[config.mk]
export PLATFORM = sky130hd
export DESIGN_NAME = sm4_block_and_ofb_cipher_unit
export DESIGN_NICKNAME = d
export VERILOG_FILES = /design/src/design/sm4_pkg.sv /design/src/design/sm4_ram.sv /design/src/design/sm4_front.sv /design/src/design/sm4_back.sv /design/src/design/sm4_block_and_ofb_cipher_unit.sv
export VERILOG_INCLUDE_DIRS = /design/src /design/src/design
export SDC_FILE = /design/constraint.sdc
export NUM_CORES = 2
export LEC_CHECK = 0
export BUFFER_PORTS_ARGS = -buffer_cell sky130_fd_sc_hd__buf_2
export CAP_MARGIN = 5
export CORE_MARGIN = 2
export CORE_UTILIZATION = 64
export CTS_CLUSTER_SIZE = 20
export DETAILED_ROUTE_END_ITERATION = 6
export PLACE_DENSITY = 0.81
export SKIP_LAST_GASP = 1
export SYNTH_ARGS = -nofsm -noshare
export SYNTH_HDL_FRONTEND = slang
export SYNTH_SLANG_ARGS = --single-unit
[constraint.sdc]
create_clock -name clk -period 10.2 [get_ports clk]
set_clock_uncertainty 0.2 [all_clocks]
set_input_delay 0.51 -clock clk [delete_from_list [all_inputs] [get_ports clk]]
set_output_delay 0.51 -clock clk [all_outputs]
set_load 0.005 [all_outputs]
[src/design/sm4_block_and_ofb_cipher_unit_defines.svh]
// ----------------------------------------------------------------------------
// Assertion macros for the SM4 cipher unit
// Each macro builds a labeled concurrent assertion on clk / arst_n.
// ----------------------------------------------------------------------------
`ifndef SM4_BLOCK_AND_OFB_CIPHER_UNIT_DEFINES_SVH
`define SM4_BLOCK_AND_OFB_CIPHER_UNIT_DEFINES_SVH
`ifndef NO_ASSERTIONS
`define SM4_ASSERT_IMP(label, a, c) \
	label: assert property (@(posedge clk) disable iff (!arst_n) (a) |-> (c)) \
		else $error("assertion failed");
`define SM4_ASSERT_NXT(label, a, c) \
	label: assert property (@(posedge clk) disable iff (!arst_n) (a) |=> (c)) \
		else $error("assertion failed");
`else
`define SM4_ASSERT_IMP(label, a, c)
`define SM4_ASSERT_NXT(label, a, c)
`endif
`endif

[src/design/sm4_pkg.sv]
// ----------------------------------------------------------------------------
// SM4 package
// Shared constants, types and round functions of the SM4 cipher unit.
// ----------------------------------------------------------------------------
`default_nettype none
package sm4_pkg;
	localparam int RoundCount = 32;
	localparam int RkIdxW = 5;
	localparam int QueueDepth = 2;

	typedef enum logic [1:0] {
		OP_ENC = 2'd0,
		OP_DEC = 2'd1,
		OP_OFB = 2'd2,
		OP_BAD = 2'd3
	} op_t;

	typedef enum logic [1:0] {
		REG_KEY_HIGH = 2'd0,
		REG_KEY_LOW  = 2'd1,
		REG_IV_HIGH  = 2'd2,
		REG_IV_LOW   = 2'd3
	} reg_idx_t;

	// classified word passed from front to back
	typedef struct packed {
		op_t         op;
		logic        restart;
		logic [4:0]  byte_count;
		logic [63:0] data_high;
		logic [63:0] data_low;
	} cmd_t;

	localparam logic [31:0] FK [4] = '{32'hA3B1BAC6, 32'h56AA3350,
		32'h677D9197, 32'hB27022DC};

	localparam logic [7:0] SBOX [256] = '{
	8'hd6,8'h90,8'he9,8'hfe,8'hcc,8'he1,8'h3d,8'hb7,8'h16,8'hb6,8'h14,8'hc2,8'h28,8'hfb,8'h2c,8'h05,
	8'h2b,8'h67,8'h9a,8'h76,8'h2a,8'hbe,8'h04,8'hc3,8'haa,8'h44,8'h13,8'h26,8'h49,8'h86,8'h06,8'h99,
	8'h9c,8'h42,8'h50,8'hf4,8'h91,8'hef,8'h98,8'h7a,8'h33,8'h54,8'h0b,8'h43,8'hed,8'hcf,8'hac,8'h62,
	8'he4,8'hb3,8'h1c,8'ha9,8'hc9,8'h08,8'he8,8'h95,8'h80,8'hdf,8'h94,8'hfa,8'h75,8'h8f,8'h3f,8'ha6,
	8'h47,8'h07,8'ha7,8'hfc,8'hf3,8'h73,8'h17,8'hba,8'h83,8'h59,8'h3c,8'h19,8'he6,8'h85,8'h4f,8'ha8,
	8'h68,8'h6b,8'h81,8'hb2,8'h71,8'h64,8'hda,8'h8b,8'hf8,8'heb,8'h0f,8'h4b,8'h70,8'h56,8'h9d,8'h35,
	8'h1e,8'h24,8'h0e,8'h5e,8'h63,8'h58,8'hd1,8'ha2,8'h25,8'h22,8'h7c,8'h3b,8'h01,8'h21,8'h78,8'h87,
	8'hd4,8'h00,8'h46,8'h57,8'h9f,8'hd3,8'h27,8'h52,8'h4c,8'h36,8'h02,8'he7,8'ha0,8'hc4,8'hc8,8'h9e,
	8'hea,8'hbf,8'h8a,8'hd2,8'h40,8'hc7,8'h38,8'hb5,8'ha3,8'hf7,8'hf2,8'hce,8'hf9,8'h61,8'h15,8'ha1,
	8'he0,8'hae,8'h5d,8'ha4,8'h9b,8'h34,8'h1a,8'h55,8'had,8'h93,8'h32,8'h30,8'hf5,8'h8c,8'hb1,8'he3,
	8'h1d,8'hf6,8'he2,8'h2e,8'h82,8'h66,8'hca,8'h60,8'hc0,8'h29,8'h23,8'hab,8'h0d,8'h53,8'h4e,8'h6f,
	8'hd5,8'hdb,8'h37,8'h45,8'hde,8'hfd,8'h8e,8'h2f,8'h03,8'hff,8'h6a,8'h72,8'h6d,8'h6c,8'h5b,8'h51,
	8'h8d,8'h1b,8'haf,8'h92,8'hbb,8'hdd,8'hbc,8'h7f,8'h11,8'hd9,8'h5c,8'h41,8'h1f,8'h10,8'h5a,8'hd8,
	8'h0a,8'hc1,8'h31,8'h88,8'ha5,8'hcd,8'h7b,8'hbd,8'h2d,8'h74,8'hd0,8'h12,8'hb8,8'he5,8'hb4,8'hb0,
	8'h89,8'h69,8'h97,8'h4a,8'h0c,8'h96,8'h77,8'h7e,8'h65,8'hb9,8'hf1,8'h09,8'hc5,8'h6e,8'hc6,8'h84,
	8'h18,8'hf0,8'h7d,8'hec,8'h3a,8'hdc,8'h4d,8'h20,8'h79,8'hee,8'h5f,8'h3e,8'hd7,8'hcb,8'h39,8'h48};

	function automatic logic [31:0] subst_word(input logic [31:0] a);
		subst_word = {SBOX[a[31:24]], SBOX[a[23:16]], SBOX[a[15:8]], SBOX[a[7:0]]};
	endfunction

	function automatic logic [31:0] rotl(input logic [31:0] x, input int n);
		rotl = (x << n) | (x >> (32 - n));
	endfunction

	function automatic logic [31:0] round_mix(input logic [31:0] a);
		logic [31:0] b;
		b = subst_word(a);
		round_mix = b ^ rotl(b, 2) ^ rotl(b, 10) ^ rotl(b, 18) ^ rotl(b, 24);
	endfunction

	function automatic logic [31:0] key_mix(input logic [31:0] a);
		logic [31:0] b;
		b = subst_word(a);
		key_mix = b ^ rotl(b, 13) ^ rotl(b, 23);
	endfunction

	// chain constant: byte j of word i is (4i+j)*7 mod 256
	function automatic logic [31:0] chain_const(input logic [RkIdxW-1:0] i);
		logic [7:0] base;
		base = {i, 2'b00} * 8'd7;
		chain_const = {base, base + 8'd7, base + 8'd14, base + 8'd21};
	endfunction

	// mask keeping the first n bytes of a 64-bit big-endian word
	function automatic logic [63:0] byte_mask(input logic [3:0] n);
		logic [63:0] m;
		m = '0;
		for (int b = 0; b < 8; b++) begin
			if (n > 4'(b)) m[63 - 8*b -: 8] = 8'hff;
		end
		byte_mask = m;
	endfunction
endpackage
`default_nettype wire

[src/design/sm4_ram.sv]
// ----------------------------------------------------------------------------
// SM4 generic RAM
// One write port and one read port with registered read data.
// ----------------------------------------------------------------------------
`default_nettype none
module sm4_ram #(
	parameter int Width = 32,
	parameter int Depth = 32
) (
	input  wire logic                     clk,
	input  wire logic                     we,
	input  wire logic [$clog2(Depth)-1:0] waddr,
	input  wire logic [Width-1:0]         wdata,
	input  wire logic [$clog2(Depth)-1:0] raddr,
	output logic      [Width-1:0]         rdata
);
	logic [Width-1:0] mem_q [Depth];

	// write and registered read
	always_ff @(posedge clk) begin
		if (we) mem_q[waddr] <= wdata;
		rdata <= mem_q[raddr];
	end
endmodule
`default_nettype wire

[src/design/sm4_front.sv]
// ----------------------------------------------------------------------------
// SM4 front end
// Accepts input words, classifies the operation and queues them.
// ----------------------------------------------------------------------------
`default_nettype none
`include "sm4_block_and_ofb_cipher_unit_defines.svh"
module sm4_front (
	input  wire logic              clk,
	input  wire logic              arst_n,
	input  wire logic              in_valid,
	output logic                   in_stall,
	input  wire sm4_pkg::cmd_t     in_cmd,
	output logic                   q_valid,
	input  wire logic              q_pop,
	output sm4_pkg::cmd_t          q_cmd
);
	import sm4_pkg::*;

	cmd_t       slot_q [QueueDepth];
	logic       wptr_q, rptr_q;
	logic [1:0] cnt_q;
	logic       push;
	cmd_t       cls;

	assign in_stall = (cnt_q == 2'(QueueDepth));
	assign push = in_valid && !in_stall;
	assign q_valid = (cnt_q != 2'd0);
	assign q_cmd = slot_q[rptr_q];

	// clamp byte count for OFB; ECB words carry a full block
	always_comb begin
		cls = in_cmd;
		if (in_cmd.byte_count > 5'd16) cls.byte_count = 5'd16;
		if (in_cmd.op != OP_OFB) cls.byte_count = 5'd16;
	end

	always_ff @(posedge clk) begin
		if (push) slot_q[wptr_q] <= cls;
	end

	// advance pointers and count
	always_ff @(posedge clk or negedge arst_n) begin
		if (!arst_n) begin
			wptr_q <= 1'b0;
			rptr_q <= 1'b0;
			cnt_q  <= 2'd0;
		end else begin
			if (push) wptr_q <= ~wptr_q;
			if (q_pop) rptr_q <= ~rptr_q;
			cnt_q <= cnt_q + 2'(push) - 2'(q_pop);
		end
	end

	`SM4_ASSERT_IMP(a_no_pop_empty, q_pop, cnt_q != 2'd0)
	`SM4_ASSERT_IMP(a_cnt_range, 1'b1, cnt_q <= 2'(QueueDepth))
	`SM4_ASSERT_NXT(a_push_counts, push && !q_pop, cnt_q == $past(cnt_q) + 2'd1)
endmodule
`default_nettype wire

[src/design/sm4_back.sv]
// ----------------------------------------------------------------------------
// SM4 back end
// Key expansion into the round key RAM and the shared round unit.
// ----------------------------------------------------------------------------
`default_nettype none
`include "sm4_block_and_ofb_cipher_unit_defines.svh"
module sm4_back (
	input  wire logic              clk,
	input  wire logic              arst_n,
	input  wire logic              cfg_we,
	input  wire logic [1:0]        cfg_index,
	input  wire logic [63:0]       cfg_data,
	input  wire logic              q_valid,
	output logic                   q_pop,
	input  wire sm4_pkg::cmd_t     q_cmd,
	output logic                   out_valid,
	input  wire logic              out_stall,
	output logic [63:0]            result_high,
	output logic [63:0]            result_low
);
	import sm4_pkg::*;

	typedef enum logic [2:0] {
		ST_KEXP, ST_IDLE, ST_PREP, ST_RUN, ST_DONE
	} bst_t;

	bst_t st_q, st_d;
	logic [63:0] key_hi_q, key_lo_q, iv_hi_q, iv_lo_q;
	logic [31:0] x_q [4];
	logic [127:0] fb_q;
	logic [RkIdxW:0] rnd_q;
	cmd_t cmd_q;
	logic out_valid_q;
	logic [63:0] res_hi_q, res_lo_q;

	logic rk_we;
	logic [RkIdxW-1:0] rk_waddr, rk_raddr;
	logic [31:0] rk_rdata, rk_new, mix_in;
	logic [RkIdxW-1:0] r5;
	logic [127:0] fin;
	logic [127:0] ks;
	logic [127:0] res_d;
	logic key_wr;
	logic load_out;

	assign r5 = rnd_q[RkIdxW-1:0];
	assign key_wr = cfg_we && (cfg_index == REG_KEY_HIGH || cfg_index == REG_KEY_LOW);

	sm4_ram #(.Width(32), .Depth(RoundCount)) u_rk (
		.clk(clk), .we(rk_we), .waddr(rk_waddr), .wdata(rk_new),
		.raddr(rk_raddr), .rdata(rk_rdata));

	// one round of the shared unit, key or data
	always_comb begin
		mix_in = x_q[r5[1:0] + 2'd1] ^ x_q[r5[1:0] + 2'd2]
			^ x_q[r5[1:0] + 2'd3];
		if (st_q == ST_KEXP) rk_new = x_q[r5[1:0]] ^ key_mix(mix_in ^ chain_const(r5));
		else rk_new = x_q[r5[1:0]] ^ round_mix(mix_in ^ rk_rdata);
	end

	assign rk_we = (st_q == ST_KEXP);
	assign rk_waddr = r5;
	// read one round ahead so data is ready at the round
	always_comb begin
		logic [RkIdxW-1:0] nr;
		nr = (st_q == ST_RUN) ? r5 + 5'd1 : 5'd0;
		rk_raddr = (cmd_q.op == OP_DEC) ? 5'(RoundCount - 1) - nr : nr;
	end

	assign fin = {x_q[3], x_q[2], x_q[1], x_q[0]};
	assign ks = fin ^ {cmd_q.data_high, cmd_q.data_low};

	// shape the result word: keystream mask for OFB, zero for the unused code
	always_comb begin
		res_d = fin;
		if (cmd_q.op == OP_OFB) begin
			res_d = {ks[127:64] & byte_mask(cmd_q.byte_count > 5'd8 ?
					4'd8 : cmd_q.byte_count[3:0]),
				ks[63:0] & byte_mask(cmd_q.byte_count > 5'd8 ?
					4'(cmd_q.byte_count - 5'd8) : 4'd0)};
		end else if (cmd_q.op == OP_BAD) begin
			res_d = '0;
		end
	end

	assign load_out = (st_q == ST_DONE) && (!out_valid_q || !out_stall) && !key_wr;

	// next state
	always_comb begin
		st_d = st_q;
		unique case (st_q)
			ST_KEXP: if (rnd_q == 6'(RoundCount - 1)) st_d = ST_IDLE;
			ST_IDLE: if (q_valid) st_d = ST_PREP;
			ST_PREP: st_d = ST_RUN;
			ST_RUN:  if (rnd_q == 6'(RoundCount - 1)) st_d = ST_DONE;
			ST_DONE: if (!out_valid_q || !out_stall) st_d = ST_IDLE;
			default: st_d = ST_IDLE;
		endcase
		if (key_wr)
			st_d = ST_KEXP;
	end

	// outputs of the sequencer
	always_comb begin
		q_pop = (st_q == ST_IDLE) && q_valid;
	end

	always_ff @(posedge clk or negedge arst_n) begin
		if (!arst_n) begin
			st_q <= ST_KEXP;
			rnd_q <= '0;
			key_hi_q <= '0; key_lo_q <= '0; iv_hi_q <= '0; iv_lo_q <= '0;
			fb_q <= '0;
			cmd_q <= '0;
			out_valid_q <= 1'b0;
			res_hi_q <= '0;
			res_lo_q <= '0;
			x_q[0] <= FK[0]; x_q[1] <= FK[1]; x_q[2] <= FK[2]; x_q[3] <= FK[3];
		end else begin
			st_q <= st_d;
			// raise on a new result, drop once the held word is taken
			if (load_out) out_valid_q <= 1'b1;
			else if (!out_stall) out_valid_q <= 1'b0;
			// store the written register; a fresh key half starts key expansion
			if (cfg_we) begin
				unique case (cfg_index)
					REG_KEY_HIGH: key_hi_q <= cfg_data;
					REG_KEY_LOW:  key_lo_q <= cfg_data;
					REG_IV_HIGH:  iv_hi_q <= cfg_data;
					REG_IV_LOW:   iv_lo_q <= cfg_data;
					default: ;
				endcase
			end
			if (key_wr) begin
				logic [63:0] kh, kl;
				kh = (cfg_index == REG_KEY_HIGH) ? cfg_data : key_hi_q;
				kl = (cfg_index == REG_KEY_LOW) ? cfg_data : key_lo_q;
				x_q[0] <= kh[63:32] ^ FK[0];
				x_q[1] <= kh[31:0] ^ FK[1];
				x_q[2] <= kl[63:32] ^ FK[2];
				x_q[3] <= kl[31:0] ^ FK[3];
				rnd_q <= '0;
			end else begin
				unique case (st_q)
					ST_KEXP: begin
						x_q[r5[1:0]] <= rk_new;
						rnd_q <= rnd_q + 6'd1;
					end
					ST_IDLE: if (q_valid) cmd_q <= q_cmd;
					ST_PREP: begin
						rnd_q <= '0;
						if (cmd_q.op == OP_OFB) begin
							logic [127:0] s;
							s = cmd_q.restart ? {iv_hi_q, iv_lo_q} : fb_q;
							x_q[0] <= s[127:96]; x_q[1] <= s[95:64];
							x_q[2] <= s[63:32]; x_q[3] <= s[31:0];
						end else begin
							x_q[0] <= cmd_q.data_high[63:32];
							x_q[1] <= cmd_q.data_high[31:0];
							x_q[2] <= cmd_q.data_low[63:32];
							x_q[3] <= cmd_q.data_low[31:0];
						end
					end
					ST_RUN: begin
						x_q[r5[1:0]] <= rk_new;
						rnd_q <= rnd_q + 6'd1;
					end
					ST_DONE: if (load_out) begin
						res_hi_q <= res_d[127:64];
						res_lo_q <= res_d[63:0];
						if (cmd_q.op == OP_OFB) fb_q <= fin;
					end
					default: ;
				endcase
			end
		end
	end

	assign out_valid = out_valid_q;
	assign result_high = res_hi_q;
	assign result_low = res_lo_q;

	`SM4_ASSERT_IMP(a_pop_idle, q_pop, st_q == ST_IDLE)
	`SM4_ASSERT_IMP(a_rnd_range, st_q == ST_RUN, rnd_q < 6'(RoundCount))
	`SM4_ASSERT_NXT(a_hold_out, out_valid_q && out_stall && !cfg_we, out_valid_q)
endmodule
`default_nettype wire

[src/design/sm4_block_and_ofb_cipher_unit.sv]
// A block passes through the queue, the load step, the 32 rounds and the output register.
// Blocks are handled one at a time by the single shared round unit.
// A two-word queue lets input be taken while a block is in the rounds.
// Reset: registers clear and the round keys of the all-zero key are
// expanded; items wait in the queue until that ends.
// ----------------------------------------------------------------------------
// SM4 block and OFB cipher unit
// Top level: front queue and back end round engine.
// ----------------------------------------------------------------------------
`default_nettype none
module sm4_block_and_ofb_cipher_unit (
	input  wire logic        clk,
	input  wire logic        arst_n,
	input  wire logic        cfg_we,
	input  wire logic [1:0]  cfg_index,
	input  wire logic [63:0] cfg_data,
	input  wire logic        in_valid,
	output logic             in_stall,
	input  wire logic [1:0]  operation,
	input  wire logic        restart,
	input  wire logic [4:0]  byte_count,
	input  wire logic [63:0] data_high,
	input  wire logic [63:0] data_low,
	output logic             out_valid,
	input  wire logic        out_stall,
	output logic [63:0]      result_high,
	output logic [63:0]      result_low
);
	import sm4_pkg::*;

	cmd_t in_cmd, q_cmd;
	logic q_valid, q_pop;

	// bundle the input word
	always_comb begin
		in_cmd.op = op_t'(operation);
		in_cmd.restart = restart;
		in_cmd.byte_count = byte_count;
		in_cmd.data_high = data_high;
		in_cmd.data_low = data_low;
	end

	sm4_front u_front (
		.clk(clk), .arst_n(arst_n), .in_valid(in_valid), .in_stall(in_stall),
		.in_cmd(in_cmd), .q_valid(q_valid), .q_pop(q_pop), .q_cmd(q_cmd));

	sm4_back u_back (
		.clk(clk), .arst_n(arst_n), .cfg_we(cfg_we), .cfg_index(cfg_index),
		.cfg_data(cfg_data), .q_valid(q_valid), .q_pop(q_pop), .q_cmd(q_cmd),
		.out_valid(out_valid), .out_stall(out_stall),
		.result_high(result_high), .result_low(result_low));
endmodule
`default_nettype wire
==> results.toml, run 1 <==
[clocking]
cts_sinks = 2118
cts_made_buffers = 184
htree_levels = 4
postCtsSetupRepairBufs = 0
cts.root.buffer_cell = "clkbuf_16"
clockBufferDepth = 3

[synth]
async_reset_ff_share_pct = 37.30
synth_compound_gate_area_share_pct = 18.14
yosys.area_share.simple_pct = 9.506
synthXorXnorAreaFrac_pct = 3.385
yosys_warnings = 0
synth_edf_count = 1296
synth_top_family_by_area = "compound AO/OA/AOI/OAI gates"
synth.mux.area_fraction_pct = 14.88
netlist_instances = 10780
yosys.area_share.adder_pct = 1.016
synth_flop_cell = "edfxtp_1"
avgSynthCellArea_um2 = 11.17
synth_area_um2 = 120400
synth_seq_cells = 2118
synthesis.nets = 11080
yosysSeqAreaShare_pct = 49.34
ys_types = 118

[floorplan]
fp-row-count = 159
fp.dieW_um = 437.7
io_pins = 337
die_h_um = 437.7
initial_core_util_pct = 64.24

[place]
hpwl_um = 395900
io_buffers = 336
place.gp.congestion = 1.109

[status]
stop_stage = "5_1_grt"
outcome = "aborted with a tool error"
stop_error = "[ERROR GRT-0116] Global routing finished with congestion. Check the congestion regions in the DRC Viewer."

[grt]
first_global_vias = 145400
grt_max_degree = 218
grt.total_usage_pct = 93.96
grt_pass1_wl_um = 1269000
overflow = 8638
==> through the flow <==
step	hold slack [ps]	setup WS [ps]	util [%]	cells	area [um2]
4_1_cts	4.249	416.7	71.50	13620	134000
3_5_place_dp	276.3	918.3	66.98	13080	125500
3_3_place_gp	267.5	1083	66.97	13080	125500
2_1_floorplan	14.41	3120	-	10780	120400
==> Yosys cell counts (all sizes together) (281+ instances only) <==
library cell,number,area share [%]
dfrtp,726,15
nand2,883,2.8
clkbuf,583,1.8
nand3,281,1.2
nor2,750,2.4
mux4,351,6.6
a21oi,820,3.4
edfxtp,1296,32
mux2i,484,4.2
xnor2,290,2.2
o21ai,840,3.5
mux2,443,4.1
buf,378,1.7
==> cells by family after synthesis <==
logic type / Yosys count
AOI/OAI and AO/OA: 3300
xor gates and xnor gates: 417
adders and majority gates: 95
buffers and inverters: 1035
DFF: 2118
muxes: 1278
and+or+nand+nor: 2540
==> per-layer routing <==
metal  global-route usage, %  GRT overflow
met5                   71.34           189
met4                   92.21          1784
met3                   86.82          1173
met2                   104.7          4248
met1                   91.92          1244
==> repair_timing <==
| item | in CTS |
|---|---|
| gates resized for setup | 0 |
| endpoints found under the setup margin | 0 |
| hold buffers | 202 |
| hold endpoints to repair | 667 |
==> run 2, diff against run 1 <==
Settings changed: CORE_UTILIZATION 64 to 40, CTS_CLUSTER_SIZE 20 to unset, PLACE_DENSITY 0.81 to unset, PLACE_DENSITY_LB_ADDON set to 0.15.
==> run 2 against run 1 <==
  * The flow now finishes, with violations (DRC)
  * Synthesized cell count is the same
  * Area after synthesis is the same
==> results.toml, run 2 <==
[synth]
synth_flop_cell = "edfxtp_1"
yosys_warnings = 0
synthTopCellsByArea = "edfxtp_1 (32%), dfrtp_1 (15%), mux4_2 (6.6%)"
synth_seq_cells = 2118
yosysSeqAreaShare_pct = 49.34
synth_area_um2 = 120400
synthesis.nets = 11080
ys_top_cells_by_count = "edfxtp_1 (1,296), nand2_1 (879), a21oi_1 (819), o21ai_0 (811), nor2_1 (744)"
avgSynthCellArea_um2 = 11.17
yosys.area.top_type = "edfxtp_1"
synth_top_area_share_pct = 32.32
async_reset_ff_share_pct = 37.30
ys_types = 118
yosysMostFrequentCell = "edfxtp_1"
netlist_instances = 10780
synth_edf_count = 1296

[clocking]
cts_resized = 0
htree_levels = 4
clkLatencyLatePin_ps = 910
clockBufferDepth = 4
postCtsSetupRepairBufs = 0
tritoncts = "yes"
path_clk_slew_ps = 70
cts.root.buffer_cell = "clkbuf_16"
cts_made_buffers = 216
cts_sinks = 2118
cts_hold_buffers = 204

[detailed_routing]
route.vias.total = 103300
wl_um = 552500
first_pass_iters = 7
initialDrtViolationCount = 15800
drc = 3
wl_per_cell_um = 36.36
ant_nets = 0
vias_per_cell = 6.798

[timing]
finalSetupViolCount = 0
finalCritPeriodShare_pct = 89.18
post-route-min-period_ps = 9096
hold_viol = 0
rsz0062_at_grt = "no"
relSlewSlack_pct = 9.344
setup_tns_ps = 0
clock.fmax_mhz = 109.9
worst_slew_pin_slew_ps = 1360
finalMaxSlewViolations = 0

[finish]
final_cell_mix = "edfxtp_1 (1,296), nand2_1 (873), a21oi_1 (816)"
largest-register = "u_back.u_rk.mem_q"
fillers = 27740
reg_top3 = "u_back.u_rk.mem_q (1024), u_front.slot_q (272), u_back.cmd_q (136)"
largest_reg_flops = 1024
fin_nets = 11330
final_common_cell = "edfxtp_1"
syn2layout_area_growth_pct = 13.97
drive_gt1_share_pct = 20.39
ff_latch_area_um2 = 59420
multi_input_area_um2 = 57830

[status]
outcome = "complete, but fails checks"
violations = "DRC"

[setup_path]
end_kind = "flop"
path_class = "reg2reg"
cp-start-kind = "flop"
crit_required_ps = 10440
cp_max_fo = 42
rrSetupSlack_ps = 1100
critPathArrivalTime_ps = 9330

[floorplan]
fp-row-count = 201
die_h_um = 552.6
die_area_um2 = 305400
io_pins = 337
core-area_um2 = 299800
fp.dieW_um = 552.6
initial_core_util_pct = 40.16

[grt]
first_global_vias = 97850
grt_max_degree = 184
grt.total_usage_pct = 34.94
grt_pass1_wl_um = 773100
antenna_found_initial = 46
overflow = 0

[place]
place.gp.congestion = 1.035
hpwl_um = 369000
io_buffers = 336

[run]
drv_cap = 0

[hold_path]
hold_class = "in2async"
## run 2: cell counts after synthesis
Identical to the previous run, type by type.
## run 2: kinds of logic after synthesis
| family | synth area share, % |
|---|---|
| xor+xnor | 3.385 |
| simple gates | 9.506 |
| fa+ha+maj | 1.016 |
| compound gates | 18.14 |
| flops | 49.34 |
| buf+inv | 3.726 |
| mux | 14.88 |
## run 2: path summary, 6_finish.rpt
kind	from	endpoint	depth (start not counted)
worst max-delay path	u_back.rnd_q[1]	u_back.u_rk.mem_q[19][8]	23
worst min-delay path	arst_n	u_back.result_high[26]	2
worst max register to register	u_back.rnd_q[1]	u_back.u_rk.mem_q[19][8]	23
worst min register to register	u_back.result_high[61]	u_back.result_high[61]	2
max in group asynchronous	arst_n	u_back.key_lo_q[45]	4
min in group clk	cfg_we	u_back.fin[109]	4
## run 2: critical path, cell delays in order, from the launching register on
cell and delay (ps):
dfrtp_4 980, buf_12 430, mux2i_1 280, xnor2_1 140, mux2i_4 410, inv_2 110, xnor2_2 280, inv_2 480
ha_1 680, inv_1 390, a21oi_1 680, nor3_1 180, a311oi_1 340, nor3_1 90, a311oi_1 430, nor4_2 100
buf_4 190, xnor2_1 410, xnor2_1 170, xnor2_1 390, mux2i_1 220, xor2_1 360, buf_4 270, inv_1 390
## run 2: layout make-up
cell class | instances | area share, %
clock inverter | 117 | 1.007
sequential | 2118 | 43.31
antenna | 29 | 0.05289
clock buffer | 277 | 4.291
timing repair buffer | 993 | 5.381
inverter | 74 | 0.2061
tap | 3958 | 3.609
multi-input combinational | 7630 | 42.14
## run 2: layer usage
metal  wire length [um]  vias up  GRT usage, %
li1                   -    42330             -
met1             222000    52930         47.91
met2             246400     6721         53.65
met3              56560     1318         7.586
met4              27410       12         14.24
met5                 73        -             0
## run 2: through the flow
| stage | utilization, % | std cells | hold slack [ps] | area, um2 | setup WS [ps] |
|---|---|---|---|---|---|
| 4_1_cts | 45.75 | 15170 | 62.95 | 137100 | 1529 |
| 2_1_floorplan | - | 10780 | 14.41 | 120400 | 3120 |
| 5_1_grt | 45.75 | 15170 | 115.3 | 137200 | 1071 |
| 3_3_place_gp | 42.62 | 14570 | 268.4 | 127800 | 562.2 |
| 6_report | 45.77 | 15200 | 94.10 | 137200 | 1104 |
| 3_5_place_dp | 42.64 | 14570 | 269.4 | 127800 | 1511 |
Power of run 2 is not shown: default switching activity piles up to over one toggle a cycle in this logic, so the estimate is an artifact.
